--- src/u8u16_pkg.sv ---
// Shared types and constants for the UTF-8 to UTF-16 stream decoder.
package u8u16_pkg;

    localparam int unsigned BYTE_W = 8;
    localparam int unsigned UNIT_W = 16;
    localparam int unsigned PEND_W = 2;

    localparam logic [PEND_W-1:0] PEND_NONE = 2'd0;
    localparam logic [PEND_W-1:0] PEND_ONE  = 2'd1;
    localparam logic [PEND_W-1:0] PEND_TWO  = 2'd2;

    localparam logic [BYTE_W-1:0] LEAD2_MIN = 8'h80;
    localparam logic [BYTE_W-1:0] LEAD3_MIN = 8'hE0;

    typedef struct packed {
        logic              emit;
        logic [UNIT_W-1:0] code_unit;
        logic              last;
        logic              truncated;
    } t_result;

    typedef struct packed {
        logic [PEND_W-1:0] pending;
        logic [UNIT_W-1:0] partial;
    } t_state;

endpackage

--- src/u8u16_step.sv ---
// Per-byte decode logic: next sequence state and the result of one byte.
module u8u16_step (
    input  u8u16_pkg::t_state                 i_state,
    input  logic [u8u16_pkg::BYTE_W-1:0]      i_byte,
    input  logic                              i_last,
    output u8u16_pkg::t_state                 o_state,
    output u8u16_pkg::t_result                o_result
);

    logic                            have;
    logic [u8u16_pkg::UNIT_W-1:0]    unit;
    u8u16_pkg::t_state               seq;

    always_comb begin
        have = 1'b0;
        unit = '0;
        seq  = i_state;
        unique case (i_state.pending)
            u8u16_pkg::PEND_NONE: begin
                if (i_byte < u8u16_pkg::LEAD2_MIN) begin
                    unit = {8'h00, i_byte};
                    have = 1'b1;
                end else if (i_byte < u8u16_pkg::LEAD3_MIN) begin
                    seq.partial = {5'b0, i_byte[4:0], 6'b0};
                    seq.pending = u8u16_pkg::PEND_ONE;
                end else begin
                    seq.partial = {i_byte[3:0], 12'b0};
                    seq.pending = u8u16_pkg::PEND_TWO;
                end
            end
            u8u16_pkg::PEND_TWO: begin
                seq.partial = i_state.partial | {4'b0, i_byte[5:0], 6'b0};
                seq.pending = u8u16_pkg::PEND_ONE;
            end
            default: begin
                unit        = i_state.partial | {10'b0, i_byte[5:0]};
                have        = 1'b1;
                seq.pending = u8u16_pkg::PEND_NONE;
                seq.partial = '0;
            end
        endcase
    end

    always_comb begin
        if (i_last) begin
            o_state.pending       = u8u16_pkg::PEND_NONE;
            o_state.partial       = '0;
            o_result.emit         = 1'b1;
            o_result.last         = 1'b1;
            o_result.truncated    = (seq.pending != u8u16_pkg::PEND_NONE);
            o_result.code_unit    = o_result.truncated ? '0 : unit;
        end else begin
            o_state               = seq;
            o_result.emit         = have;
            o_result.last         = 1'b0;
            o_result.truncated    = 1'b0;
            o_result.code_unit    = unit;
        end
    end

endmodule

--- src/u8u16_out_reg.sv ---
// Output result register with valid/ready hold.
module u8u16_out_reg (
    input  logic                          i_clk,
    input  logic                          i_rst_n,
    input  logic                          i_load,
    input  u8u16_pkg::t_result            i_result,
    output logic                          o_free,
    output logic                          o_tvalid,
    input  logic                          i_tready,
    output logic [u8u16_pkg::UNIT_W-1:0]  o_tdata,
    output logic                          o_tlast,
    output logic                          o_tuser
);

    logic                          r_valid;
    logic [u8u16_pkg::UNIT_W-1:0]  r_unit;
    logic                          r_last;
    logic                          r_trunc;

    assign o_free = !r_valid || i_tready;

    always_ff @(posedge i_clk) begin
        if (!i_rst_n) begin
            r_valid <= 1'b0;
        end else if (o_free) begin
            r_valid <= i_load;
        end
    end

    always_ff @(posedge i_clk) begin
        if (o_free && i_load) begin
            r_unit  <= i_result.code_unit;
            r_last  <= i_result.last;
            r_trunc <= i_result.truncated;
        end
    end

    assign o_tvalid = r_valid;
    assign o_tdata  = r_unit;
    assign o_tlast  = r_last;
    assign o_tuser  = r_trunc;

endmodule

--- src/utf8_to_utf16_stream_decoder_core.sv ---
// Top level: input byte register, sequence state, decode step and result register.
//
// Channel  | Dir | tdata               | tlast           | tuser
// s_axis   | in  | [7:0] in_byte       | in_last         | -
// m_axis   | out | [15:0] code_unit    | out_last        | [0] truncated
//
// One byte per cycle sustained while the result register is free; each byte waits in the input register
// and its result in the result register.
// Synchronous active-low reset clears valids and the pending-byte state.
// A stalled result holds its register; the input register advances when the result
// register is free or the byte gives no result.
module utf8_to_utf16_stream_decoder_core (
    input  logic        i_clk,
    input  logic        i_rst_n,
    input  logic        i_s_tvalid,
    output logic        o_s_tready,
    input  logic [7:0]  i_s_tdata,   // [7:0] in_byte
    input  logic        i_s_tlast,   // in_last
    output logic        o_m_tvalid,
    input  logic        i_m_tready,
    output logic [15:0] o_m_tdata,   // [15:0] code_unit
    output logic        o_m_tlast,   // out_last
    output logic        o_m_tuser    // [0] truncated
);

    logic                          r_in_valid;
    logic [u8u16_pkg::BYTE_W-1:0]  r_in_byte;
    logic                          r_in_last;
    u8u16_pkg::t_state             r_state;
    u8u16_pkg::t_state             n_state;
    u8u16_pkg::t_result            step_res;
    logic                          out_free;
    logic                          advance;

    u8u16_step u_step (
        .i_state  (r_state),
        .i_byte   (r_in_byte),
        .i_last   (r_in_last),
        .o_state  (n_state),
        .o_result (step_res)
    );

    assign advance    = r_in_valid && (!step_res.emit || out_free);
    assign o_s_tready = !r_in_valid || advance;

    always_ff @(posedge i_clk) begin
        if (!i_rst_n) begin
            r_in_valid      <= 1'b0;
            r_state.pending <= u8u16_pkg::PEND_NONE;
            r_state.partial <= '0;
        end else begin
            if (o_s_tready) begin
                r_in_valid <= i_s_tvalid;
            end
            if (advance) begin
                r_state <= n_state;
            end
        end
    end

    always_ff @(posedge i_clk) begin
        if (o_s_tready && i_s_tvalid) begin
            r_in_byte <= i_s_tdata;
            r_in_last <= i_s_tlast;
        end
    end

    u8u16_out_reg u_out (
        .i_clk    (i_clk),
        .i_rst_n  (i_rst_n),
        .i_load   (advance && step_res.emit),
        .i_result (step_res),
        .o_free   (out_free),
        .o_tvalid (o_m_tvalid),
        .i_tready (i_m_tready),
        .o_tdata  (o_m_tdata),
        .o_tlast  (o_m_tlast),
        .o_tuser  (o_m_tuser)
    );

endmodule

--- config.mk ---
export PLATFORM = sky130hd
export DESIGN_NAME = utf8_to_utf16_stream_decoder_core
export DESIGN_NICKNAME = d
export VERILOG_FILES = /design/src/u8u16_pkg.sv /design/src/u8u16_step.sv /design/src/u8u16_out_reg.sv /design/src/utf8_to_utf16_stream_decoder_core.sv
export SDC_FILE = /design/constraint.sdc
export NUM_CORES = 1
export LEC_CHECK = 0
export ABC_AREA = 1
export ABC_CLOCK_PERIOD_IN_PS = 3800
export BUFFER_PORTS_ARGS = -buffer_cell sky130_fd_sc_hd__buf_2
export CORE_ASPECT_RATIO = 0.5
export CORE_MARGIN = 2
export CORE_UTILIZATION = 40
export CTS_CLUSTER_SIZE = 40
export DETAILED_ROUTE_END_ITERATION = 10
export PLACE_DENSITY = 0.57
export REMOVE_ABC_BUFFERS = 1
export SLEW_MARGIN = 40
export SYNTH_ARGS = -nofsm -noshare
export SYNTH_HDL_FRONTEND = slang
export SYNTH_HIERARCHICAL = 1
export SYNTH_SLANG_ARGS = --single-unit
--- constraint.sdc ---
create_clock -name i_clk -period 3.8 [get_ports i_clk]
set_input_delay 0.57 -clock i_clk [delete_from_list [all_inputs] [get_ports i_clk]]
set_output_delay 0.57 -clock i_clk [all_outputs]
set_load 0.01 [all_outputs]
* After elaboration in Yosys (flattened, before gate mapping)
Cells that the tools add are included.
** Storage, ports and cells
- Register bits after elaboration :: 47
- Input bits :: 13
- Output and inout bits :: 20
- Word-level logic and storage cells :: 38
** Operators by class
- Multiplexer cells :: 10
- Reduce and logical (&&, ||, !) cells :: 13
- Bitwise operators :: 2
- Order comparisons :: 2
- Eq/ne operators :: 2
** Operators by type and width (number)
- two-way mux 18 bit :: 3
- case mux 18 bit (2 select lines) :: 1
- case mux 16 bit (2 select lines) :: 1
- two-way mux 19 bit :: 1
- < comparator 8 bit (second input constant) :: 2
- two-way mux 16 bit :: 1
- bitwise OR 16 x 12 -> 16 bit :: 1
- bitwise OR 16 x 6 -> 16 bit :: 1
- two-way mux 8 bit :: 1
- logical AND 1 bit :: 4
- zero test 1 bit :: 3
- logical OR 1 bit :: 3
- inequality test 3 bit (second input constant) :: 1
- == test 2 bit (second input constant) :: 1
- zero test 2 bit :: 1
- case mux 1 bit (2 select lines) :: 1
- AND reduction 2 bit :: 1
- nonzero test 2 bit :: 1
- two-way mux 1 bit :: 1

* Longest topological paths before layout
- Word-level depth :: 12
- Mapped depth :: 12
- Depth with buffers taken out :: 11

* Hierarchy
The synthesis kept the hierarchy.
** Modules (own cells, without submodules)
- utf8_to_utf16_stream_decoder_core :: times used 1, sequential area each 650.6 um^2, cells an instance 136, area an instance 1174.9 um^2
- u8u16_out_reg :: times used 1, sequential area each 560.5 um^2, cells an instance 25, area an instance 591.8 um^2
- u8u16_step :: times used 1, sequential area each 0.0 um^2, cells an instance 130, area an instance 570.5 um^2

* Least setup slack after synthesis
No wires, ideal clock.
- Kind :: flip-flop to flip-flop
- From :: register r_in_byte[7] (netlist name)
- To :: register u_out.r_unit, in the netlist u_out/o_tdata[0] (enable)
- Path buffers :: 1
- Stages on the path, launching flop included :: 9
- Clock period less this slack :: 2.509 ns
- Required time :: 3.401 ns
- Data arrival time :: 2.110 ns
- Path slack :: 1.291 ns
- Setup time :: 0.399 ns
- Path through :: edfxtp_1 > clkbuf_2 > o21ai_0 > inv_1 > nand2_1 > nand3_1 > inv_1 > inv_1 > a21oi_1
** RTL lines
- start: declaration :: RTL line utf8_to_utf16_stream_decoder_core.sv:27 : logic [u8u16_pkg::BYTE_W-1:0] r_in_byte;
- start signal: assignment :: RTL line utf8_to_utf16_stream_decoder_core.sv:63 : r_in_byte <= i_s_tdata;
- end signal: assignment :: RTL line u8u16_out_reg.sv:32 : r_unit <= i_result.code_unit;
- end: declaration :: RTL line u8u16_out_reg.sv:16 : logic [u8u16_pkg::UNIT_W-1:0] r_unit;

==> flow_metrics.py <==
metrics = {
    "cells_and_area": {
        "antennaDiodeCount": 0,
        "finalCoreUtilization_pct": 47.9,
        "syn_to_final_growth_pct": 14.0,
        "fin_nets": 329,
        "final_layout_size_suffix_gt1_share_pct": 17.7,
    },
    "detailed_routing": {
        "wire_per_inst_um": 12.6,
        "drt_pass1_iterations": 4,
        "drt-initial-drc-count": 89,
        "vias": 1873,
        "viasPerCell": 4.80,
        "ant_nets": 0,
        "routed_wl_mm": 4.90,
        "route.detailed.drc": 0,
    },
    "global_routing": {
        "track_usage_pct": 15.8,
        "grt_pass1_wl_mm": 8.12,
        "grt_overflow": 0,
        "grt_pass1_vias": 1726,
        "antenna_found_initial": 0,
        "grt_max_degree": 39,
    },
    "logic_synthesis": {
        "synth-compound-area-share_pct": 8.57,
        "synthTopCellsByArea": "edfxtp_1 (35%), dfxtp_1 (17%), nand2_1 (9.6%)",
        "synth_edf_count": 27,
        "yosys.area_share.adder_pct": 0,
        "synthTopCellsByCount": "nand2_1 (60), inv_1 (52), nor2_1 (35)",
        "synthXorXnorAreaFrac_pct": 0,
        "synthMuxAreaShare_pct": 0,
        "syn_area_sq_um": 2340,
        "ys.flop_type": "edfxtp_1",
        "synth_warnings": 6,
        "ys_ff_latch": 47,
        "synth_top_cell_by_area": "edfxtp_1",
        "ys_async_sr_fraction_pct": 0,
        "synth_top_area_share_pct": 34.7,
        "ys_seq_area_share_pct": 51.8,
        "synth.most_common_cell": "nand2_1",
        "yosysUniqueCellTypes": 23,
        "synthCells": 291,
        "avgSynthCellArea_sq_um": 8.03,
        "yosys.area_share.simple_pct": 25.7,
        "synth_top_family_by_area": "simple AND/OR/NAND/NOR gates",
    },
    "sta": {
        "relSlewSlack_pct": 47.6,
        "fin_tns_setup_ns": 0,
        "hold_viol_final": 0,
        "timing.final.crit_share_pct": 70.7,
        "finalSetupViolCount": 0,
        "maxSlewViolCount": 0,
        "tightest_slew_ns": 0.785,
        "rsz0062_at_grt": "false",
        "max_freq_mhz": 372,
        "fin_skew_ns": 0.00717,
        "fin_crit_ns": 2.69,
    },
    "critical_path": {
        "path_buf_inv": 3,
        "slowest_delay_ns": 0.83,
        "cp_slowest_cell": "dfxtp_1",
        "cp.arrival_ns": 2.12,
        "crit_path_start_kind": "flop",
        "required_ns": 3.23,
        "endpoint_kind": "primary output",
        "path_max_fanout": 19,
        "crit_chain": "inv_2, o21ai_0, inv_1, nand2_1, nand3_1, buf_2",
        "critical_path.top_delay_family": "flip-flops",
        "crit_type": "reg -> out",
    },
    "clock_network": {
        "cts_resized": 0,
        "htree_levels": 2,
        "post-cts-setup-buffers": 0,
        "clkSinkCount": 47,
        "numCtsBuffers": 5,
        "tritoncts": "done",
        "cts_buffer_depth": 2,
        "postCtsHoldBufs": 0,
        "path_clk_slew_ns": 0.07,
        "clk_latency_ns": 0.29,
        "root_buffer": "clkbuf_16",
    },
    "floorplanning": {
        "row_count": 19,
        "dieArea_sq_um": 6510,
        "die_y_um": 58.1,
        "fp.coreArea_sq_um": 5560,
        "io_pins": 33,
        "start_util_pct": 42.0,
        "fp.dieW_um": 112,
    },
    "pwr": {
        "vdd.ir_drop.worst_uv": 190,
        "p_leak_nw": 1.23,
        "p_per_area_nw_per_um2": 464,
    },
    "worst_hold_path": {
        "hp-class": "in -> reg",
    },
    "placed_design": {
        "place_congestion": 0.797,
        "dp_hpwl_mm": 3.23,
        "numPortBuffers": 32,
    },
    "outcome": {
        "status": "complete, no violations",
    },
    "run": {
        "timing.max_cap.violations": 0,
    },
}
## where the power goes
group | switching (mW) | internal [mW] | leakage (nW)
Combinational | 0.0845 | 0.0486 | 0.727
Clock | 0.180 | 0.327 | 0.0868
Sequential | 0.0272 | 0.570 | 0.417
## registers in the layout, indices dropped and copies added (netlist names)
| name | flops |
|---|---|
| r_in_byte | 8 |
| r_in_last | 1 |
| r_in_valid | 1 |
| r_state | 18 |
| u_out/o_tdata | 16 |
| u_out/o_tlast | 1 |
| u_out/o_tuser | 1 |
| u_out/o_tvalid | 1 |
## cell type report
class / count / area [sq um]
inverter: 55 / 206
clock inverter: 2 / 35.0
clock buffer: 6 / 139
timing repair buffer: 34 / 175
sequential: 47 / 1210
multi-input combinational: 173 / 806
tap: 73 / 91.3
fill: 549 / 2900
## path summary, 6_finish.rpt
check,start,end,slack [ns],cells past startpoint
worst max-delay path,r_state[16],o_s_tready,1.11,6
worst min-delay path,i_s_tdata[3],r_in_byte[3],0.46,1
worst max register to register,r_state[16],u_out/o_tdata[15],1.36,9
worst min register to register,r_state[4],r_state[4],0.52,2
## layout by cell type (no fill, tap or decap), types with 5 or more instances in the layout
cell / count
dfxtp_1: 20
nand3_1: 31
buf_2: 32
clkbuf_16: 5
o21ai_0: 7
inv_1: 52
nor2_1: 35
nand2_1: 60
edfxtp_1: 27
a21oi_1: 27
## through the flow
step                instances  setup slack (ns)  power, mW  cell area [sq um]  hold WS, ns
finish                    390              1.11       1.24               2660        0.455
global route              390             0.843       1.29               2660        0.455
CTS                       390              1.11       1.25               2660        0.454
detailed placement        382              1.38      0.741               2490        0.504
global placement          382              1.45      0.738               2490        0.492
floorplan                 275              1.09      0.693               2220        0.474
## worst register-to-register path: cells and delay by family (launching register included)
kind	cells	cell delay, ns
flops	1	0.83
buf+inv	5	0.75
simple gates	2	0.29
compound gates	2	0.26
## layer usage
layer | up-vias | routed length, um | track usage, %
li1 | 955 | - | -
met1 | 851 | 2290 | 21.9
met2 | 62 | 2190 | 25.3
met3 | 5 | 371 | 3.35
met4 | 0 | 43 | 5.05
met5 | - | 0 | 0
## cells by family (layout without fill, tap and decap cells)
logic type / count (synthesis) / after routing
simple gates: 135 / 135
buf+inv: 71 / 97
flops: 47 / 47
compound gates: 38 / 38
Power figures use the tool's default switching activity.
